===== src/sv/chd_pkg.sv =====
// shared types, constants and the timer step function for the
// capillary heater defrost sequencer; no dependencies
package chd_pkg;

  localparam int TIMER_BITS = 12;
  localparam int LIMIT_W    = 12;
  localparam int CMP_W      = (TIMER_BITS > LIMIT_W) ? TIMER_BITS : LIMIT_W;
  localparam int THR_W      = 11;
  localparam int TEMP_W     = 12;
  localparam int CFG_IDX_W  = 3;
  localparam int CFG_DATA_W = 12;

  localparam logic [TIMER_BITS-1:0] CNT_MAX = {TIMER_BITS{1'b1}};

  typedef enum logic [1:0] {
    KIND_EVAL   = 2'd0,
    KIND_SECOND = 2'd1,
    KIND_MINUTE = 2'd2,
    KIND_NONE   = 2'd3
  } kind_t;

  typedef enum logic [CFG_IDX_W-1:0] {
    REG_COLD_THR   = 3'd0,
    REG_INTERVAL   = 3'd1,
    REG_WAIT       = 3'd2,
    REG_GUARD      = 3'd3,
    REG_AUTO_RUN   = 3'd4,
    REG_FORCED_RUN = 3'd5,
    REG_STOP_DELAY = 3'd6,
    REG_UNUSED     = 3'd7
  } cfg_reg_t;

  typedef struct packed {
    logic signed [THR_W-1:0] cold_start_threshold;
    logic [LIMIT_W-1:0]      interval_minutes;
    logic [LIMIT_W-1:0]      wait_minutes;
    logic [LIMIT_W-1:0]      guard_seconds;
    logic [LIMIT_W-1:0]      auto_run_seconds;
    logic [LIMIT_W-1:0]      forced_run_seconds;
    logic [LIMIT_W-1:0]      stop_delay_seconds;
  } cfg_t;

  typedef struct packed {
    logic [1:0]               kind;
    logic signed [TEMP_W-1:0] cabinet_temp;
    logic                     compressor_running;
    logic                     force_request;
    logic                     compressor_stopped_pulse;
  } item_t;

  typedef struct packed {
    logic heater_on;
    logic heating_requested;
    logic compressor_stop_request;
    logic interval_active;
  } result_t;

  typedef struct packed {
    logic                  flag;
    logic [TIMER_BITS-1:0] count;
    logic                  expired;
  } timer_t;

  // one tick of a running timer: saturating increment, expire at limit
  function automatic timer_t timer_step(input logic flag,
                                        input logic [TIMER_BITS-1:0] count,
                                        input logic [LIMIT_W-1:0] limit);
    timer_t t;
    logic [TIMER_BITS-1:0] inc;
    t.flag    = flag;
    t.count   = count;
    t.expired = 1'b0;
    if (flag) begin
      inc = (count < CNT_MAX) ? count + TIMER_BITS'(1) : count;
      if (CMP_W'(inc) >= CMP_W'(limit)) begin
        t.flag    = 1'b0;
        t.count   = '0;
        t.expired = 1'b1;
      end else begin
        t.count = inc;
      end
    end
    return t;
  endfunction

endpackage


===== src/sv/capillary_heater_defrost_sequencer.sv =====
// capillary heater defrost sequencer: a request goes from the input register
// through the state update into the result register; one request per cycle
// while out_ready holds; every request yields exactly one result
// ready falls only when both the input and the result register are full and
// out_ready is low; the state update is one pass of flag and counter logic
// synchronous active-low reset clears state, timers and both valid bits and
// loads the configuration registers with their default values
module capillary_heater_defrost_sequencer
  import chd_pkg::*;
(
  input  logic                     clk,
  input  logic                     rst_n,
  // configuration write channel, always ready
  input  logic                     cfg_valid,
  output logic                     cfg_ready,
  input  logic [CFG_IDX_W-1:0]     cfg_index,
  input  logic [CFG_DATA_W-1:0]    cfg_data,
  // request channel
  input  logic                     in_valid,
  output logic                     in_ready,
  input  logic [1:0]               in_kind,
  input  logic signed [TEMP_W-1:0] in_cabinet_temp,
  input  logic                     in_compressor_running,
  input  logic                     in_force_request,
  input  logic                     in_compressor_stopped_pulse,
  // result channel
  output logic                     out_valid,
  input  logic                     out_ready,
  output logic                     out_heater_on,
  output logic                     out_heating_requested,
  output logic                     out_compressor_stop_request,
  output logic                     out_interval_active
);

  cfg_t    cfg;
  item_t   item_r;
  logic    item_valid_r;
  result_t res_nxt;
  result_t res_r;
  logic    out_valid_r;
  logic    advance;

  // configuration registers
  assign cfg_ready = 1'b1;

  chd_cfg u_cfg (
    .clk      (clk),
    .rst_n    (rst_n),
    .wr_en    (cfg_valid & cfg_ready),
    .wr_index (cfg_index),
    .wr_data  (cfg_data),
    .cfg      (cfg)
  );

  // the held request moves on when the result register is empty or drains
  assign advance  = item_valid_r && (!out_valid_r || out_ready);
  assign in_ready = !item_valid_r || advance;

  // input register
  always_ff @(posedge clk) begin
    if (!rst_n) begin
      item_valid_r <= 1'b0;
    end else if (in_ready) begin
      item_valid_r <= in_valid;
    end
  end

  always_ff @(posedge clk) begin
    if (in_valid && in_ready) begin
      item_r.kind                     <= in_kind;
      item_r.cabinet_temp             <= in_cabinet_temp;
      item_r.compressor_running       <= in_compressor_running;
      item_r.force_request            <= in_force_request;
      item_r.compressor_stopped_pulse <= in_compressor_stopped_pulse;
    end
  end

  // sequencer state, updated once per request as it leaves the input register
  chd_core u_core (
    .clk    (clk),
    .rst_n  (rst_n),
    .step   (advance),
    .item   (item_r),
    .cfg    (cfg),
    .result (res_nxt)
  );

  // result register
  always_ff @(posedge clk) begin
    if (!rst_n) begin
      out_valid_r <= 1'b0;
    end else if (advance) begin
      out_valid_r <= 1'b1;
    end else if (out_ready) begin
      out_valid_r <= 1'b0;
    end
  end

  always_ff @(posedge clk) begin
    if (advance) begin
      res_r <= res_nxt;
    end
  end

  assign out_valid                   = out_valid_r;
  assign out_heater_on               = res_r.heater_on;
  assign out_heating_requested       = res_r.heating_requested;
  assign out_compressor_stop_request = res_r.compressor_stop_request;
  assign out_interval_active         = res_r.interval_active;

endmodule


===== src/sv/chd_cfg.sv =====
// configuration register file of the defrost sequencer
// depends on chd_pkg
module chd_cfg
  import chd_pkg::*;
(
  input  logic                  clk,
  input  logic                  rst_n,
  input  logic                  wr_en,
  input  logic [CFG_IDX_W-1:0]  wr_index,
  input  logic [CFG_DATA_W-1:0] wr_data,
  output cfg_t                  cfg
);

  cfg_t cfg_r;

  always_ff @(posedge clk) begin
    if (!rst_n) begin
      cfg_r.cold_start_threshold <= '0;
      cfg_r.interval_minutes     <= LIMIT_W'(960);
      cfg_r.wait_minutes         <= LIMIT_W'(60);
      cfg_r.guard_seconds        <= LIMIT_W'(180);
      cfg_r.auto_run_seconds     <= LIMIT_W'(360);
      cfg_r.forced_run_seconds   <= LIMIT_W'(600);
      cfg_r.stop_delay_seconds   <= LIMIT_W'(180);
    end else if (wr_en) begin
      case (cfg_reg_t'(wr_index))
        REG_COLD_THR:   cfg_r.cold_start_threshold <= wr_data[THR_W-1:0];
        REG_INTERVAL:   cfg_r.interval_minutes     <= wr_data[LIMIT_W-1:0];
        REG_WAIT:       cfg_r.wait_minutes         <= wr_data[LIMIT_W-1:0];
        REG_GUARD:      cfg_r.guard_seconds        <= wr_data[LIMIT_W-1:0];
        REG_AUTO_RUN:   cfg_r.auto_run_seconds     <= wr_data[LIMIT_W-1:0];
        REG_FORCED_RUN: cfg_r.forced_run_seconds   <= wr_data[LIMIT_W-1:0];
        REG_STOP_DELAY: cfg_r.stop_delay_seconds   <= wr_data[LIMIT_W-1:0];
        default: ;
      endcase
    end
  end

  assign cfg = cfg_r;

endmodule


===== src/sv/chd_core.sv =====
// sequencer state and its one-item update logic
// depends on chd_pkg
module chd_core
  import chd_pkg::*;
(
  input  logic    clk,
  input  logic    rst_n,
  input  logic    step,
  input  item_t   item,
  input  cfg_t    cfg,
  output result_t result
);

  logic first_pass_r, request_r, comp_hold_r, heater_r, forced_r;
  logic interval_r, wait_r, guard_r, run_r, stopdelay_r;
  logic [TIMER_BITS-1:0] interval_cnt_r, wait_cnt_r, guard_cnt_r, run_cnt_r, stopdelay_cnt_r;

  logic first_pass_nxt, request_nxt, comp_hold_nxt, heater_nxt, forced_nxt;
  logic interval_nxt, wait_nxt, guard_nxt, run_nxt, stopdelay_nxt;
  logic [TIMER_BITS-1:0] interval_cnt_nxt, wait_cnt_nxt, guard_cnt_nxt;
  logic [TIMER_BITS-1:0] run_cnt_nxt, stopdelay_cnt_nxt;

  logic signed [TEMP_W-1:0] thr_ext;
  timer_t t_guard, t_run, t_stop, t_int, t_wait;

  assign thr_ext = {cfg.cold_start_threshold[THR_W-1], cfg.cold_start_threshold};

  always_comb begin
    first_pass_nxt    = first_pass_r;
    request_nxt       = request_r;
    comp_hold_nxt     = comp_hold_r;
    heater_nxt        = heater_r;
    forced_nxt        = forced_r;
    interval_nxt      = interval_r;
    wait_nxt          = wait_r;
    guard_nxt         = guard_r;
    run_nxt           = run_r;
    stopdelay_nxt     = stopdelay_r;
    interval_cnt_nxt  = interval_cnt_r;
    wait_cnt_nxt      = wait_cnt_r;
    guard_cnt_nxt     = guard_cnt_r;
    run_cnt_nxt       = run_cnt_r;
    stopdelay_cnt_nxt = stopdelay_cnt_r;

    // restart guard pulse goes first, whatever the kind
    if (item.compressor_stopped_pulse) begin
      guard_nxt     = 1'b1;
      guard_cnt_nxt = '0;
    end

    t_guard = timer_step(guard_nxt, guard_cnt_nxt, cfg.guard_seconds);
    t_run   = timer_step(run_r, run_cnt_r,
                         forced_r ? cfg.forced_run_seconds : cfg.auto_run_seconds);
    t_stop  = timer_step(stopdelay_r, stopdelay_cnt_r, cfg.stop_delay_seconds);
    t_int   = timer_step(interval_r, interval_cnt_r, cfg.interval_minutes);
    t_wait  = timer_step(wait_r, wait_cnt_r, cfg.wait_minutes);

    case (kind_t'(item.kind))
      KIND_EVAL: begin
        if (item.force_request) begin
          forced_nxt       = 1'b1;
          interval_nxt     = 1'b0;
          interval_cnt_nxt = '0;
          request_nxt      = 1'b1;
          comp_hold_nxt    = 1'b1;
        end
        if (!request_nxt) begin
          if (!interval_nxt) begin
            if (first_pass_r) begin
              first_pass_nxt = 1'b0;
              if (item.cabinet_temp <= thr_ext) begin
                request_nxt   = 1'b1;
                comp_hold_nxt = 1'b1;
              end else begin
                interval_nxt     = 1'b1;
                interval_cnt_nxt = '0;
              end
            end else begin
              request_nxt  = 1'b1;
              wait_nxt     = 1'b1;
              wait_cnt_nxt = '0;
            end
          end
        end else if (!item.compressor_running) begin
          wait_nxt      = 1'b0;
          wait_cnt_nxt  = '0;
          comp_hold_nxt = 1'b1;
          if (!heater_r) begin
            if (!guard_nxt) begin
              heater_nxt  = 1'b1;
              run_nxt     = 1'b1;
              run_cnt_nxt = '0;
            end
          end else if (!run_r) begin
            // heater done: start stop delay and the next long interval
            heater_nxt        = 1'b0;
            stopdelay_nxt     = 1'b1;
            stopdelay_cnt_nxt = '0;
            forced_nxt        = 1'b0;
            request_nxt       = 1'b0;
            interval_nxt      = 1'b1;
            interval_cnt_nxt  = '0;
          end
        end
      end
      KIND_SECOND: begin
        guard_nxt         = t_guard.flag;
        guard_cnt_nxt     = t_guard.count;
        run_nxt           = t_run.flag;
        run_cnt_nxt       = t_run.count;
        stopdelay_nxt     = t_stop.flag;
        stopdelay_cnt_nxt = t_stop.count;
        if (t_stop.expired) begin
          comp_hold_nxt = 1'b0;
        end
      end
      KIND_MINUTE: begin
        interval_nxt     = t_int.flag;
        interval_cnt_nxt = t_int.count;
        wait_nxt         = t_wait.flag;
        wait_cnt_nxt     = t_wait.count;
        if (t_wait.expired) begin
          comp_hold_nxt = 1'b1;
        end
      end
      default: ;
    endcase
  end

  always_ff @(posedge clk) begin
    if (!rst_n) begin
      first_pass_r    <= 1'b1;
      request_r       <= 1'b0;
      comp_hold_r     <= 1'b0;
      heater_r        <= 1'b0;
      forced_r        <= 1'b0;
      interval_r      <= 1'b0;
      wait_r          <= 1'b0;
      guard_r         <= 1'b0;
      run_r           <= 1'b0;
      stopdelay_r     <= 1'b0;
      interval_cnt_r  <= '0;
      wait_cnt_r      <= '0;
      guard_cnt_r     <= '0;
      run_cnt_r       <= '0;
      stopdelay_cnt_r <= '0;
    end else if (step) begin
      first_pass_r    <= first_pass_nxt;
      request_r       <= request_nxt;
      comp_hold_r     <= comp_hold_nxt;
      heater_r        <= heater_nxt;
      forced_r        <= forced_nxt;
      interval_r      <= interval_nxt;
      wait_r          <= wait_nxt;
      guard_r         <= guard_nxt;
      run_r           <= run_nxt;
      stopdelay_r     <= stopdelay_nxt;
      interval_cnt_r  <= interval_cnt_nxt;
      wait_cnt_r      <= wait_cnt_nxt;
      guard_cnt_r     <= guard_cnt_nxt;
      run_cnt_r       <= run_cnt_nxt;
      stopdelay_cnt_r <= stopdelay_cnt_nxt;
    end
  end

  assign result.heater_on               = heater_nxt;
  assign result.heating_requested       = request_nxt;
  assign result.compressor_stop_request = comp_hold_nxt;
  assign result.interval_active         = interval_nxt;

  a_run_needs_heater: assert property (@(posedge clk) disable iff (!rst_n)
    run_r |-> heater_r) else $error("run timer active with heater off");

  a_heater_needs_request: assert property (@(posedge clk) disable iff (!rst_n)
    heater_r |-> request_r) else $error("heater on without a heating request");

  a_idle_guard_clear: assert property (@(posedge clk) disable iff (!rst_n)
    !guard_r |-> (guard_cnt_r == '0)) else $error("idle guard timer holds a count");

  a_idle_wait_clear: assert property (@(posedge clk) disable iff (!rst_n)
    !wait_r |-> (wait_cnt_r == '0)) else $error("idle wait timer holds a count");

endmodule


===== config.mk =====
export PLATFORM = sky130hd
export DESIGN_NAME = capillary_heater_defrost_sequencer
export DESIGN_NICKNAME = d
export VERILOG_FILES = /design/src/sv/chd_pkg.sv /design/src/sv/capillary_heater_defrost_sequencer.sv /design/src/sv/chd_cfg.sv /design/src/sv/chd_core.sv
export SDC_FILE = /design/constraint.sdc
export NUM_CORES = 1
export LEC_CHECK = 0
export BUFFER_PORTS_ARGS = -buffer_cell sky130_fd_sc_hd__buf_2
export CAP_MARGIN = 10
export CELL_PAD_IN_SITES_DETAIL_PLACEMENT = 0
export CELL_PAD_IN_SITES_GLOBAL_PLACEMENT = 1
export CORE_MARGIN = 2
export CORE_UTILIZATION = 48
export CTS_BUF_LIST = sky130_fd_sc_hd__clkbuf_4 sky130_fd_sc_hd__clkbuf_8 sky130_fd_sc_hd__clkbuf_16
export CTS_CLUSTER_DIAMETER = 150
export CTS_CLUSTER_SIZE = 25
export DETAILED_ROUTE_END_ITERATION = 12
export PLACE_DENSITY_LB_ADDON = 0.25
export SLEW_MARGIN = 5
export SYNTH_ARGS = -nofsm -noshare
export SYNTH_HDL_FRONTEND = slang
export SYNTH_HIERARCHICAL = 1
export SYNTH_SLANG_ARGS = --single-unit

===== constraint.sdc =====
create_clock -name clk -period 4 [get_ports clk]
set_input_delay 0.4 -clock clk [delete_from_list [all_inputs] [get_ports clk]]
set_output_delay 0.4 -clock clk [all_outputs]
set_load 0.1 [all_outputs]

==> impl_metrics.ini <==
[grt]
grt_usage_pct = 22.5
grt-ovfl-total = 0
grt_pass1_wl_mm = 42.2
grt_use_met3_pct = 3.58
grtUsageMet2_pct = 36.2
grt_pass1_vias = 7946
grt_max_degree = 53
grt-busiest-layer = met2
use_met1_pct = 31.5
antenna_found_initial = 0

[power_and_ir_drop]
p_leak_nw = 4.97
cellPowerDensity_nw_per_um2 = 334
seqPwrFrac_pct = 48.1
power.internal_mw = 2.84
swShare_pct = 26.3
p_comb_share_pct = 7.9
switchingPower_mw = 1.01
power_frac_clock_pct = 43.9
ir_drop_v = 0.000263

[placement]
dp_hpwl_mm = 18.6
port_buffers = 42
gp_congestion = 0.866

[synthesis]
netlist_area_um2 = 10500
ys_warn_count = 6
synth_nets = 1294
synth_seq_cells = 176
synth_seq_area_share_pct = 35.4
synth_ff_type = dfxtp_1
async_flop_share_pct = 0
synth_edf_count = 21
synthCells = 1180
syn_avg_cell_area_um2 = 8.93
yosys.area.top_type = dfxtp_1
synth_cell_types = 92
yosys-top-cells-area = dfxtp_1 29%, mux2i_1 9.6%, ha_1 9.1%
yosys.area.top_type_share_pct = 29.5

[critical_path]
critical_path_required_ns = 4.35
crit_arrival_ns = 4.01
cp-start-kind = flip-flop
rr_endpoint = u_core/guard_cnt_r[11]
crit_end = u_core/guard_cnt_r[11]
cp-end-kind = flip-flop
r2r_setup_slack_ns = 0.34
r2r_cells = 13
path_class = flip-flop to flip-flop
worstSetupStartpoint = item_r[0]
r2r-start = item_r[0]
crit_fanout = 11

[final_layout]
drive_gt1_share_pct = 10.8
mostFrequentLayoutCell = nand2_1
area_growth_syn_to_layout_pct = 9.38
fin_nets = 1309
n_antenna_cell = 0
final_cell_mix = 157 x nand2_1, 155 x dfxtp_1, 101 x mux2i_1

[cts]
clkSinkCount = 176
hold_buffers = 0
postCtsSetupBuffers = 0
cts_buffers = 17
max-clock-path-buffers = 2
clk_pin_slew_ns = 0.08
cts_tree = done
cts_root_buffer = clkbuf_16
clk_latency_ns = 0.44
h-tree-depth = 4

[routing]
num_vias = 8367
first_pass_iters = 5
wl_per_cell_um = 17.3
routed_wl_mm = 25.8
drc = 0
viasPerCell = 5.62
postRouteAntennaNets = 0
drt_iter0_drc = 568

[floorplanning]
io_pins = 44
die_h_um = 152
start_util_pct = 48.6
fp.dieW_um = 152
placementRows = 54
core_um2 = 21700
dieArea_um2 = 23200

[sta]
worst_slew_pin_slew_ns = 1.20
min_period_over_period_pct = 91.5
fin_crit_ns = 3.66
rsz0062_at_grt = false
skew_ns = 0.0112
setup_viol = 0
slew_viol_final = 0
finalHoldWorstSlack_ns = 0.131
setup_tns_ns = 0
hold_viol = 0
fmax_mhz = 273
relSlewSlack_pct = 20.2

[worst_hold_path]
holdCritPathClass = primary input to flip-flop

[job]
cap_viol_max_count = 0

[outcome]
outcome = finished, final reports clean
-- registers in the layout (all words and copies together) (netlist names), 12 cells and up --
name / flops
u_core/stopdelay_cnt_r: 12
u_cfg/cfg: 83
u_core/run_cnt_r: 12
u_core/interval_cnt_r: 12
u_core/wait_cnt_r: 12
u_core/guard_cnt_r: 12
item_r: 17
-- cells by family (layout without fill, tap and decap cells) --
kind of cell	count (synthesis)	in the layout	synth area share, %
AO/OA/AOI/OAI	203	203	13.8
XOR/XNOR	34	34	2.83
adder cells (fa/ha/maj)	77	77	9.14
buffers and inverters	135	163	5.64
flip-flops	176	176	35.4
multiplexers	107	107	10.2
other	1	1	0.0356
AND/OR/NAND/NOR	447	447	22.8
-- routing by layer --
| layer | share of wire, % | wire length, um | up-vias |
|---|---|---|---|
| met5 | 0 | 0 | - |
| met4 | 1.7 | 448 | 0 |
| met3 | 3.4 | 877 | 29 |
| met2 | 46 | 11900 | 132 |
| met1 | 49 | 12500 | 3917 |
| li1 | - | - | 4289 |
-- Yosys cell counts, types with 4 or more instances --
library cell  number
edfxtp_1          21
dfxtp_1          155
o22ai_1            7
xnor2_1           25
a21o_1             7
and2_1             9
buf_2             18
ha_1              77
inv_1             72
o21ai_1           10
o211ai_1           5
o41ai_1            4
nor3_1            19
or4_1              5
nor2_1            52
clkbuf_1          29
a22o_1            16
nand2b_1          10
a211oi_1           6
nor2b_1           48
xor2_1             9
mux2_2             6
o21a_1            10
a31oi_1           19
nor4_1             7
o21ai_0           20
mux2i_1          101
nand4b_1           8
or3_1              6
nand2_1          157
o31ai_1            4
a211o_1            5
nand4_1           29
and4_1            11
and3_1            19
buf_4              7
a21oi_1           48
nand3_1           35
buf_6              5
-- timing repair --
action                                 4_1_cts  5_1_grt
gates resized for setup                      0        3
setup endpoints to repair                    0       19
endpoints found under the hold margin        0        0
-- worst max-delay path, stage by stage, from the launching register on --
cell	delay (ns)
edfxtp_1	0.43
and2b_2	0.28
ha_1	0.22
and3_1	0.25
nand4_1	0.27
and3_1	0.28
nor3_1	0.27
ha_1	0.29
nand4_1	0.09
nor2_1	0.05
a211oi_2	0.26
o21ai_2	0.20
or4_1	0.46
a211oi_2	0.22
-- power by group through the flow --
stage                     clock network, mW  registers (mW)  logic [mW]
after global routing                   1.81            1.86       0.336
after detailed placement                  0            1.90       0.304
after CTS                              1.73            1.85       0.305
after global placement                    0            1.89       0.301
after floorplan                           0            1.90       0.198
final                                  1.69            1.85       0.306
-- worst min-delay path by stage --
| stage | startpoint | endpoint | cells past startpoint |
|---|---|---|---|
| floorplan | u_cfg/cfg[49] | u_cfg/cfg[49] | 2 |
| global placement | u_cfg/cfg[62] | u_cfg/cfg[62] | 2 |
| detailed placement | u_cfg/cfg[59] | u_cfg/cfg[59] | 2 |
| CTS | in_cabinet_temp[1] | item_r[4] | 1 |
| global route | in_cabinet_temp[0] | item_r[3] | 1 |
| finish | in_cabinet_temp[5] | item_r[8] | 1 |
-- per-stage QoR --
stage	total power, mW	utilization [%]	area [um^2]	instances	setup slack [ns]
3_3_place_gp	2.20	50.3	10900	1456	0.348
4_1_cts	3.89	53.1	11500	1488	0.207
6_report	3.85	53.1	11500	1488	0.342
5_1_grt	4.00	53.1	11500	1488	0.0409
2_1_floorplan	2.10	-	10500	1180	0.737
3_5_place_dp	2.20	50.3	10900	1456	0.249
-- area by class of cell --
cell class | instances | area [um^2]
inverters | 74 | 278
multi-input cells | 869 | 6240
flip-flops and latches | 176 | 3730
repair buffers | 57 | 325
clock buffers | 20 | 489
well taps | 280 | 350
clock inverters | 12 | 113
fillers | 2021 | 10200
Note: power is estimated with default switching activity, not from simulation.
